--- src/fud_pkg.sv ---
// shared constants and types for the file upload deframer
`timescale 1ns / 1ps

package fud_pkg;

  localparam int NameBufferBytes = 64;
  localparam int NameCntW        = $clog2(NameBufferBytes);

  typedef enum logic [3:0] {
    ActSizeByte   = 4'd0,
    ActNameChar   = 4'd1,
    ActNameDone   = 4'd2,
    ActOpen       = 4'd3,
    ActEmptyFile  = 4'd4,
    ActWrite      = 4'd5,
    ActWriteClose = 4'd6,
    ActEmptyName  = 4'd7,
    ActNameLong   = 4'd8
  } action_e;

endpackage

--- src/file_upload_deframer.sv ---
// file upload deframer: splits a byte stream into name, length and data items
// an accepted input item yields its result item on the outputs in the next cycle
// throughput: one item per cycle unless the output stalls; parser state and
//   result register update in the same cycle from one compare and counter step
// reset: asynchronous active low; parser returns to expecting a file name,
//   counters clear and the result register is emptied
`timescale 1ns / 1ps

module file_upload_deframer import fud_pkg::*; (
  input  logic        clk_i,
  input  logic        rst_ni,
  input  logic        in_valid_i,
  output logic        in_stall_o,
  input  logic [7:0]  rx_byte_i,
  output logic        out_valid_o,
  input  logic        out_stall_i,
  output logic [3:0]  action_o,
  output logic [7:0]  out_byte_o,
  output logic [5:0]  name_index_o,
  output logic [5:0]  name_length_o,
  output logic [31:0] file_length_o
);

  typedef enum logic [1:0] {
    PhName   = 2'd0,
    PhLength = 2'd1,
    PhData   = 2'd2
  } phase_e;

  phase_e              phase_q, phase_d;
  logic [NameCntW-1:0] name_cnt_q, name_cnt_d;
  logic [1:0]          len_cnt_q, len_cnt_d;
  logic [23:0]         len_part_q, len_part_d;
  logic [31:0]         remaining_q, remaining_d;

  logic                out_valid_q;
  action_e             action_q, action_d;
  logic [7:0]          out_byte_q, out_byte_d;
  logic [5:0]          name_index_q, name_index_d;
  logic [5:0]          name_length_q, name_length_d;
  logic [31:0]         file_length_q, file_length_d;

  logic                in_accept;
  logic [31:0]         len_full;

  assign in_stall_o = out_valid_q & out_stall_i;
  assign in_accept  = in_valid_i & ~in_stall_o;
  assign len_full   = {rx_byte_i, len_part_q};

  always_comb begin
    phase_d       = phase_q;
    name_cnt_d    = name_cnt_q;
    len_cnt_d     = len_cnt_q;
    len_part_d    = len_part_q;
    remaining_d   = remaining_q;
    action_d      = ActSizeByte;
    out_byte_d    = 8'd0;
    name_index_d  = 6'd0;
    name_length_d = 6'd0;
    file_length_d = 32'd0;
    case (phase_q)
      PhLength: begin
        if (len_cnt_q != 2'd3) begin
          case (len_cnt_q)
            2'd0:    len_part_d[7:0]   = rx_byte_i;
            2'd1:    len_part_d[15:8]  = rx_byte_i;
            default: len_part_d[23:16] = rx_byte_i;
          endcase
          len_cnt_d = len_cnt_q + 2'd1;
          action_d  = ActSizeByte;
        end else begin
          name_length_d = 6'(name_cnt_q);
          file_length_d = len_full;
          len_cnt_d     = 2'd0;
          len_part_d    = 24'd0;
          if (len_full == 32'd0) begin
            action_d   = ActEmptyFile;
            phase_d    = PhName;
            name_cnt_d = '0;
          end else begin
            action_d    = ActOpen;
            remaining_d = len_full;
            phase_d     = PhData;
          end
        end
      end
      PhData: begin
        out_byte_d = rx_byte_i;
        if (remaining_q == 32'd1) begin
          action_d    = ActWriteClose;
          phase_d     = PhName;
          name_cnt_d  = '0;
          remaining_d = 32'd0;
        end else begin
          action_d    = ActWrite;
          remaining_d = remaining_q - 32'd1;
        end
      end
      default: begin
        phase_d = PhName;
        if (rx_byte_i == 8'd0) begin
          if (name_cnt_q == '0) begin
            action_d = ActEmptyName;
          end else begin
            action_d      = ActNameDone;
            name_length_d = 6'(name_cnt_q);
            phase_d       = PhLength;
            len_cnt_d     = 2'd0;
            len_part_d    = 24'd0;
          end
        end else if (name_cnt_q < NameCntW'(NameBufferBytes - 1)) begin
          action_d     = ActNameChar;
          out_byte_d   = rx_byte_i;
          name_index_d = 6'(name_cnt_q);
          name_cnt_d   = name_cnt_q + NameCntW'(1);
        end else begin
          action_d    = ActNameLong;
          name_cnt_d  = '0;
          len_cnt_d   = 2'd0;
          len_part_d  = 24'd0;
          remaining_d = 32'd0;
        end
      end
    endcase
  end

  always_ff @(posedge clk_i or negedge rst_ni) begin
    if (!rst_ni) begin
      phase_q       <= PhName;
      name_cnt_q    <= '0;
      len_cnt_q     <= 2'd0;
      len_part_q    <= 24'd0;
      remaining_q   <= 32'd0;
      out_valid_q   <= 1'b0;
      action_q      <= ActSizeByte;
      out_byte_q    <= 8'd0;
      name_index_q  <= 6'd0;
      name_length_q <= 6'd0;
      file_length_q <= 32'd0;
    end else begin
      if (in_accept) begin
        phase_q       <= phase_d;
        name_cnt_q    <= name_cnt_d;
        len_cnt_q     <= len_cnt_d;
        len_part_q    <= len_part_d;
        remaining_q   <= remaining_d;
        out_valid_q   <= 1'b1;
        action_q      <= action_d;
        out_byte_q    <= out_byte_d;
        name_index_q  <= name_index_d;
        name_length_q <= name_length_d;
        file_length_q <= file_length_d;
      end else if (!out_stall_i) begin
        out_valid_q <= 1'b0;
      end
    end
  end

  assign out_valid_o   = out_valid_q;
  assign action_o      = action_q;
  assign out_byte_o    = out_byte_q;
  assign name_index_o  = name_index_q;
  assign name_length_o = name_length_q;
  assign file_length_o = file_length_q;

  // state always reflects the item held in the result register
  a_name_done_state: assert property (@(posedge clk_i) disable iff (!rst_ni)
    out_valid_o && (action_o == ActNameDone) |-> (phase_q == PhLength) && (len_cnt_q == 2'd0))
    else $error("name done without entering length phase");

  a_open_state: assert property (@(posedge clk_i) disable iff (!rst_ni)
    out_valid_o && (action_o == ActOpen) |-> (phase_q == PhData) && (remaining_q == file_length_o))
    else $error("open without loading remaining count");

  a_close_state: assert property (@(posedge clk_i) disable iff (!rst_ni)
    out_valid_o && (action_o == ActWriteClose || action_o == ActEmptyFile ||
                    action_o == ActEmptyName || action_o == ActNameLong)
    |-> (phase_q == PhName) && (name_cnt_q == '0))
    else $error("parser not cleared after end of frame");

  a_no_stall_when_empty: assert property (@(posedge clk_i) disable iff (!rst_ni)
    !out_valid_o |-> !in_stall_o)
    else $error("input stalled while result register empty");

endmodule
--- config.mk ---
export PLATFORM = sky130hd
export DESIGN_NAME = file_upload_deframer
export DESIGN_NICKNAME = d
export VERILOG_FILES = /design/src/fud_pkg.sv /design/src/file_upload_deframer.sv
export SDC_FILE = /design/constraint.sdc
export NUM_CORES = 1
export LEC_CHECK = 0
export ABC_CLOCK_PERIOD_IN_PS = 4500
export BUFFER_PORTS_ARGS = -buffer_cell sky130_fd_sc_hd__buf_2
export CAP_MARGIN = 0
export CORE_MARGIN = 5
export CORE_UTILIZATION = 50
export DETAILED_ROUTE_END_ITERATION = 12
export HOLD_SLACK_MARGIN = 0.06
export PLACE_DENSITY = 0.73
export SLEW_MARGIN = 20
export SYNTH_ARGS = -nofsm -noshare
export SYNTH_HDL_FRONTEND = slang
export SYNTH_SLANG_ARGS = --single-unit
--- constraint.sdc ---
create_clock -name clk_i -period 4.5 [get_ports clk_i]
set_input_delay 0.675 -clock clk_i [delete_from_list [all_inputs] [get_ports clk_i]]
set_output_delay 0.675 -clock clk_i [all_outputs]
set_load 0.01 [all_outputs]
==> results of run 1 <==
==> flip-flops by register name (all words and copies together) (netlist names) <==
name           count
action_o           4
file_length_o     32
len_cnt_q          2
len_part_q        24
name_cnt_q         6
name_index_o       6
name_length_o      6
out_byte_o         8
out_valid_o        1
phase_q            2
remaining_q       32
==> cells by family (layout without fill, tap and decap cells) <==
group,count (synthesis),count (layout)
compound gates,174,174
fa+ha+maj,9,9
buf+inv,62,125
flops,123,123
mux,25,25
simple gates,251,251
==> how the worst min path moves through the flow <==
stage,depth (start not counted),end,slack [ns],startpoint
6_report,1,remaining_q[25],0.30,rst_ni
5_1_grt,1,remaining_q[25],0.36,rst_ni
4_1_cts,1,remaining_q[25],0.33,rst_ni
3_5_place_dp,2,file_length_o[16],0.45,file_length_o[16]
3_3_place_gp,2,file_length_o[21],0.45,file_length_o[21]
2_1_floorplan,0,action_o[0],0.38,rst_ni
==> cell type report <==
class,instances,area (um2)
fill,1023,4790
timing repair buffer,77,408
inverter,16,60.1
clock buffer,21,450
sequential,123,3080
multi-input combinational,459,2750
tap,147,184
clock inverter,11,191
==> layout by cell type, fill, tap and decap left out, types with 3 or more instances in the layout <==
cell,instances
clkbuf_16,17
bufinv_16,5
nand4_1,3
clkinvlp_4,3
o21ai_0,62
o31a_1,3
nand3_1,39
o31ai_1,5
a22oi_1,6
a22o_1,19
o2bb2ai_1,13
dfrtp_1,123
a21boi_0,6
o21a_1,5
nor4_1,17
nand2_1,98
a21oi_1,27
buf_4,9
or3_1,6
and2_1,4
nor3_1,18
a32oi_1,9
inv_1,16
nor2_1,41
mux2_2,24
buf_2,68
clkbuf_1,3
or4_1,3
ha_1,9
nand2b_1,9
==> power groups by stage <==
stage | clock network [uW] | logic, uW | registers [uW]
after floorplan | 0 | 396 | 1290
final | 1490 | 589 | 1280
after detailed placement | 0 | 581 | 1300
after global placement | 0 | 562 | 1300
after CTS | 1500 | 585 | 1280
after global routing | 1560 | 658 | 1300
==> critical path, stage by stage (launching register included) <==
cell and delay (ns):
dfrtp_1 0.44, nor4_2 0.56, nand4_1 0.61, o31ai_4 0.39, buf_4 0.24, o211ai_1 0.36
or4b_1 0.61, o21ai_1 0.08
==> per-stage QoR <==
stage | util [%] | worst slack, ns | area [um2] | instances
3_5_place_dp | 54.4 | 1.09 | 6470 | 822
2_1_floorplan | - | 1.91 | 6050 | 644
3_3_place_gp | 54.4 | 1.20 | 6470 | 822
5_1_grt | 59.7 | 0.866 | 7120 | 854
4_1_cts | 59.7 | 1.15 | 7120 | 854
6_report | 59.7 | 1.13 | 7120 | 854
==> routing by layer <==
metal | up-vias | part of all wire, % | GRT usage, %
li1 | 2423 | - | -
met2 | 265 | 47 | 37.8
met4 | 0 | 2.3 | 8.23
met1 | 2585 | 41 | 32.2
met5 | - | 0 | 0
met3 | 39 | 9.1 | 7.87
==> flow_metrics.tcl, run 1 <==
set metrics [dict create \
    max-slew-margin-rel_pct 26.2 \
    clkSinkCount 123 \
    ys_warn_count 0 \
    first_iter_violations 689 \
    timing.rr.start "remaining_q[5]" \
    cts_tree "built" \
    synth-seq-cells 123 \
    die_h_um 120 \
    cp_data_arrival_time_ns 3.72 \
    worstSetupPathType "reg -> reg" \
    num_vias 5312 \
    r2r_end "name_cnt_q[4]" \
    ios 70 \
    grt_overflow_total 0 \
    hold_buffers 0 \
    dieArea_um2 14400 \
    cts_resized 0 \
    power_uw 3360 \
    io_buffers 69 \
    grt_pass1_wl_um 27600 \
    dr.pass1.iters 5 \
    p_switching_uw 961 \
    rsz0062_at_grt "no" \
    synth-seq-area-share_pct 50.9 \
    core_area_um2 11900 \
    htree_levels 4 \
    hold_violations 0 \
    power_frac_seq_pct 38.2 \
    fmax_mhz 297 \
    clkPwrFrac_pct 44.3 \
    syn_area_per_cell_um2 9.39 \
    r2r_slack_ns 1.13 \
    initial_core_util_pct 50.8 \
    cp-end-kind "flip-flop" \
    gp_congestion 0.894 \
    synth_fp_nets 665 \
    peakVddDrop_mv 0.270 \
    pwr-share-comb_pct 17.5 \
    hold_class "in -> async" \
    syn_to_final_growth_pct 17.7 \
    yosysMostFrequentCell "dfrtp_1" \
    wirelength_um 16700 \
    cts_setup_buffers 0 \
    dp.final_hpwl_um 11500 \
    synth_top_area_share_pct 50.9 \
    antenna_found_initial 0 \
    clockBufferDepth 2 \
    routedWlPerCell_um 19.6 \
    synthArstFlopShare_pct 100 \
    internal_power_uw 2400 \
    ant_nets 0 \
    status "completed" \
    synth-simple-area-share_pct 19.5 \
    setup_tns_ns 0 \
    clk_pin_slew_ns 0.06 \
    grt_pass1_vias 5269 \
    num_rows 40 \
    synth_flop_cell "dfrtp_1" \
    synth_top_family_by_area "simple AND/OR/NAND/NOR gates" \
    cp.required_ns 4.85 \
    p_per_area_nw_per_um2 472 \
    start_kind "flip-flop" \
    clock_skew_ns 0.00638 \
    grtUsageTotal_pct 24.3 \
    timing.hold.ws_ns 0.303 \
    cp_max_fo 13 \
    p_leak_uw 0.00344 \
    synthXorXnorAreaFrac_pct 0 \
    synthCells 644 \
    clkLatencyLatePin_ns 0.42 \
    cap_violations 0 \
    fin_nets 715 \
    synth_area_leaders "dfrtp_1 51%, nand2_1 6.1%, o21ai_0 5.1%, mux2_2 4.5%, nand3_1 3.2%" \
    switching_share_pct 28.6 \
    post-route-min-period_ns 3.37 \
    synth_cell_types 50 \
    layout-drive-gt1-share_pct 19.5 \
    startpoint "remaining_q[5]" \
    slew_viol_final 0 \
    netlist_area_um2 6050 \
    synth_compound_area_share_pct 19.2 \
    diodes 0 \
    synth_edf_count 0 \
    endpoint "name_cnt_q[4]" \
    finalSetupViolCount 0 \
    viasPerCell 6.22 \
    clockRootBuffer "clkbuf_16" \
    drcViolationCount 0 \
    yosys.area.top_type "dfrtp_1" \
    grt_max_degree 72 \
    synth_mux_area_share_pct 4.63 \
    tightestPinTransition_ns 1.11 \
    period_share_pct 74.9 \
    cts_made_buffers 17 \
    reg2reg_depth 7 \
    synthTopCellsByCount "123 x dfrtp_1, 99 x nand2_1, 62 x o21ai_0, 41 x nor2_1" \
    yosys.area_share.adder_pct 1.86 \
    die_w_um 120 \
]
No activity file was read; power rests on OpenSTA's default activity.
==> inputs of run 2 (changes only) <==
--- a/config.mk
+++ b/config.mk
@@ -5,7 +5,7 @@
 export SDC_FILE = /design/constraint.sdc
 export NUM_CORES = 1
 export LEC_CHECK = 0
-export ABC_CLOCK_PERIOD_IN_PS = 4500
+export ABC_CLOCK_PERIOD_IN_PS = 3400
 export BUFFER_PORTS_ARGS = -buffer_cell sky130_fd_sc_hd__buf_2
 export CAP_MARGIN = 0
 export CORE_MARGIN = 5
==> constraint.sdc (replaced) <==
create_clock -name clk_i -period 3.4 [get_ports clk_i]
set_input_delay 0.51 -clock clk_i [delete_from_list [all_inputs] [get_ports clk_i]]
set_output_delay 0.51 -clock clk_i [all_outputs]
set_load 0.01 [all_outputs]
==> run 2 against run 1 <==
Total power is 37% higher; die area did not move; clock power up 42%; non-clock buffer count increased by 7; setup slack got worse by 0.62 ns; global-route usage down 0.38 points; cell area up 1.5%.
==> flow_metrics.tcl, run 2 (synthesized netlist as in run 1, its figures left out) <==
set metrics [dict create \
    clk_pin_slew_ns 0.06 \
    syn_to_final_growth_pct 19.5 \
    fin_nets 722 \
    post-route-min-period_ns 2.89 \
    clkLatencyLatePin_ns 0.42 \
    die_w_um 120 \
    clockRootBuffer "clkbuf_16" \
    hold_class "in -> async" \
    first_iter_violations 624 \
    gp_congestion 0.898 \
    cp_data_arrival_time_ns 3.23 \
    cp_top_family "simple AND/OR/NAND/NOR gates" \
    hold_buffers 0 \
    clock_skew_ns 0.00786 \
    viasPerCell 6.17 \
    grt_pass1_wl_um 27500 \
    worstSetupPathType "reg -> reg" \
    num_vias 5316 \
    cts_tree "built" \
    finalNonFillerCells 861 \
    setup_tns_ns 0 \
    path_cells "or4_1 -> or4_4 -> o31ai_4 -> o211ai_1 -> or4b_1 -> o21ai_1" \
    cp_max_fo 12 \
    startpoint "remaining_q[22]" \
    placed_cell_area_um2 6540 \
    wirelength_um 16600 \
    dp.cells 829 \
    grt_max_degree 87 \
    n_fill_cell 986 \
    cpPeakStageDelay_ns 0.61 \
    final_common_cell "dfrtp_1" \
    die_h_um 120 \
    cp.required_ns 3.74 \
    peakVddDrop_mv 0.340 \
    max-slew-margin-rel_pct 40.9 \
    routedWlPerCell_um 19.3 \
    cts_made_buffers 17 \
    timing.rr.start "remaining_q[22]" \
    fmax_mhz 346 \
    slew_viol_final 0 \
    hold_violations 0 \
    ios 70 \
    dpl_worst_slack_ns 0.552 \
    seqCellArea_um2 3080 \
    core_area_um2 11900 \
    antenna_found_initial 0 \
    layout-drive-gt1-share_pct 20.7 \
    cts_setup_buffers 0 \
    rsz0062_at_grt "no" \
    grtUsageTotal_pct 24.0 \
    dieArea_um2 14400 \
    start_kind "flip-flop" \
    critPathSlowestCell "or4b_1" \
    tightestPinTransition_ns 0.883 \
    clockBufferDepth 2 \
    clkSinkCount 123 \
    final_cell_mix "123 x dfrtp_1, 98 x nand2_1, 68 x buf_2" \
    path_buf_inv 0 \
    htree_levels 4 \
    p_per_area_nw_per_um2 639 \
    initial_core_util_pct 50.8 \
    io_buffers 69 \
    dr.pass1.iters 6 \
    diodes 0 \
    num_rows 40 \
    drcViolationCount 0 \
    period_share_pct 84.9 \
    finalSetupViolCount 0 \
    cap_violations 0 \
    status "completed" \
    ant_nets 0 \
    grt_pass1_vias 5274 \
    multi_input_comb_area_um2 2750 \
    cts_resized 0 \
    post-route-util_pct 60.7 \
    setup_slack_ns 0.512 \
    p_leak_uw 0.00351 \
    cp-end-kind "flip-flop" \
    final_cell_area_um2 7230 \
    dp.final_hpwl_um 11400 \
    grt_overflow_total 0 \
]
[run 2: cell types whose count changed in the layout (fill, tap and decap cells not counted)]
cell,before,now
clkinvlp_4,3,0
buf_4,9,15
clkinv_4,0,4
bufinv_16,5,6
inv_6,1,4
buf_12,0,1
inv_8,0,1
clkbuf_8,1,0
clkbuf_1,3,0
clkinv_2,2,0
[run 2: per-layer routing]
layer / global-route usage (%) / wire [um] / vias to the layer above / part of all wire [%]
li1: - / - / 2440 / -
met3: 5.70 / 1400 / 41 / 8.4
met1: 32.0 / 7020 / 2563 / 42
met4: 11.1 / 454 / 0 / 2.7
met5: 0 / 0 / - / 0
met2: 36.9 / 7770 / 272 / 47
[run 2: path summary, 6_finish.rpt]
| path | to | slack (ns) | cells after the start |
|---|---|---|---|
| min | out_byte_o[7] | 0.06 | 1 |
| max reg2reg | name_cnt_q[4] | 0.51 | 6 |
| max in group asynchronous | remaining_q[2] | 2.51 | 2 |
| min in group clk_i | out_valid_o | 0.34 | 2 |
| min reg2reg | file_length_o[5] | 0.46 | 2 |
| max | name_cnt_q[4] | 0.51 | 6 |
[run 2: report_power, final]
group / switching, uW / internal (uW)
Clock: 712 / 1390
Sequential: 123 / 1580
Combinational: 509 / 305
[run 2: layout make-up]
cell class | count | share of cell area, %
clock buffers | 17 | 5.89
clock inverters | 15 | 3.62
inverters | 16 | 0.831
multi-input cells | 459 | 38.0
flip-flops and latches | 123 | 42.6
well taps | 147 | 2.55
repair buffers | 84 | 6.54
[run 2: per-stage QoR]
step / total power [uW] / hold WS (ns)
2_1_floorplan: 2230 / 0.214
3_3_place_gp: 2490 / 0.447
3_5_place_dp: 2520 / 0.450
4_1_cts: 4630 / 0.0715
5_1_grt: 4820 / 0.0986
6_report: 4620 / 0.0607
==> inputs of run 3 (changes only) <==
--- a/config.mk
+++ b/config.mk
@@ -5,7 +5,7 @@
 export SDC_FILE = /design/constraint.sdc
 export NUM_CORES = 1
 export LEC_CHECK = 0
-export ABC_CLOCK_PERIOD_IN_PS = 3400
+export ABC_CLOCK_PERIOD_IN_PS = 2700
 export BUFFER_PORTS_ARGS = -buffer_cell sky130_fd_sc_hd__buf_2
 export CAP_MARGIN = 0
 export CORE_MARGIN = 5
==> constraint.sdc (replaced) <==
create_clock -name clk_i -period 2.7 [get_ports clk_i]
set_input_delay 0.405 -clock clk_i [delete_from_list [all_inputs] [get_ports clk_i]]
set_output_delay 0.405 -clock clk_i [all_outputs]
set_load 0.01 [all_outputs]
==> run 3 against run 2 <==
Hold slack better by 0.16 ns; clock skew down 0.0023 ns; register-to-register slack worse by 0.41 ns; non-clock buffer count up 13; largest power group unchanged; maximum frequency up 11%; final cell count up 1.5%; wire length up 1.1%; critical path type unchanged.
==> flow_metrics.tcl, run 3 (synthesized netlist as in run 1, its figures left out) <==
set metrics [dict create \
    p_leak_uw 0.00353 \
    cp_max_fo 11 \
    dr.pass1.iters 5 \
    grt_overflow_total 0 \
    start_kind "flip-flop" \
    htree_levels 4 \
    post-route-min-period_ns 2.60 \
    first_iter_violations 544 \
    status "completed" \
    period_share_pct 96.3 \
    peakVddDrop_mv 0.649 \
    cp-end-kind "flip-flop" \
    grtUsageTotal_pct 24.2 \
    drt-met1-wl_um 7240 \
    drcViolationCount 0 \
    fin_nets 735 \
    clkLatencyLatePin_ns 0.42 \
    cts_setup_buffers 0 \
    tightestPinTransition_ns 0.705 \
    ant_nets 0 \
    clk_pin_slew_ns 0.06 \
    cp_data_arrival_time_ns 2.95 \
    cts_tree "built" \
    io_buffers 69 \
    worstSetupPathType "reg -> reg" \
    routed.top_layer "met4" \
    antenna_found_initial 0 \
    die_h_um 120 \
    syn_to_final_growth_pct 20.1 \
    routedWlPerCell_um 19.3 \
    die_w_um 120 \
    grt_pass1_wl_um 27600 \
    clkSinkCount 123 \
    rsz0062_at_grt "no" \
    layout-drive-gt1-share_pct 22.0 \
    viasPerCell 6.13 \
    num_rows 40 \
    cap_violations 0 \
    setup_tns_ns 0 \
    wl_met3_um 1200 \
    dp.final_hpwl_um 11900 \
    cp.required_ns 3.05 \
    final_common_cell "dfrtp_1" \
    max-slew-margin-rel_pct 53.0 \
    diodes 0 \
    num_vias 5355 \
    final_cell_mix "123 x dfrtp_1, 98 x nand2_1, 68 x buf_2" \
    hold_violations 0 \
    p_per_area_nw_per_um2 760 \
    fmax_mhz 385 \
    clockBufferDepth 2 \
    finalSetupViolCount 0 \
    cts_made_buffers 17 \
    grt_max_degree 52 \
    slew_viol_final 0 \
    initial_core_util_pct 50.8 \
    wirelength_um 16800 \
    grt_pass1_vias 5286 \
    placed_cell_area_um2 6640 \
    post-route-util_pct 61.0 \
    gp_congestion 0.951 \
    core_area_um2 11900 \
    met2_length_um 8100 \
    ios 70 \
    hold_class "in -> reg" \
    final_cell_area_um2 7260 \
    clockRootBuffer "clkbuf_16" \
    clock_skew_ns 0.00552 \
    dieArea_um2 14400 \
]
[run 3: cell types whose count changed in the layout (fill, tap and decap cells not counted), moves of 3 or more]
cell        before  now
buf_4           15   26
clkinv_4         4    1
bufinv_16        6    2
clkbuf_8         0    5
clkinvlp_4       0    5
inv_6            4    0
[run 3: worst max-delay path: stages, from the launching register on]
cell      delay [ns]
dfrtp_1         0.40
or4_1           0.57
or4_4           0.49
o31ai_4         0.27
o211ai_1        0.16
buf_4           0.21
o31ai_1         0.26
a22o_1          0.17
[run 3: power breakdown]
group	internal [uW]	switching [uW]
Clock	1480	809
Sequential	1990	152
Combinational	437	653
[run 3: cell type report]
type,instances,area [um2]
Inverter,16,60.1
Multi-Input combinational cell,459,2750
Clock buffer,23,498
Timing Repair Buffer,97,586
Tap cell,147,184
Sequential cell,123,3080
Clock inverter,9,111
Fill cell,995,4650
[run 3: stage by stage]
stage	power (uW)	std cells	hold slack, ns	worst slack, ns
detailed placement	3250	841	0.451	0.114
finish	5520	874	0.223	0.0998
CTS	5550	874	0.201	0.0928
global route	5800	874	0.205	0.00128
global placement	3200	841	0.447	0.181
floorplan	2810	644	0.109	0.285
[run 3: worst paths after layout]
path	startpoint	end	slack (ns)	depth (start not counted)
min in group asynchronous	rst_ni	file_length_o[24]	0.58	2
worst min register to register	file_length_o[3]	file_length_o[3]	0.47	2
worst max-delay path	remaining_q[22]	name_cnt_q[3]	0.1	7
max in group asynchronous	rst_ni	name_cnt_q[5]	1.40	3
worst min-delay path	in_valid_i	out_valid_o	0.22	2
worst max register to register	remaining_q[22]	name_cnt_q[3]	0.1	7
[run 3: per-layer routing]
layer  track usage [%]  vias to the layer above
li1                  -                     2462
met1              31.6                     2627
met2              38.6                      236
met3              6.97                       30
met4              8.59                        0
met5                 0                        -
[run 3: timing repair]
item	4_1_cts	5_1_grt
hold endpoints to repair	48	0
hold buffers	1	0
endpoints found under the setup margin	0	2
gates resized for setup	0	1
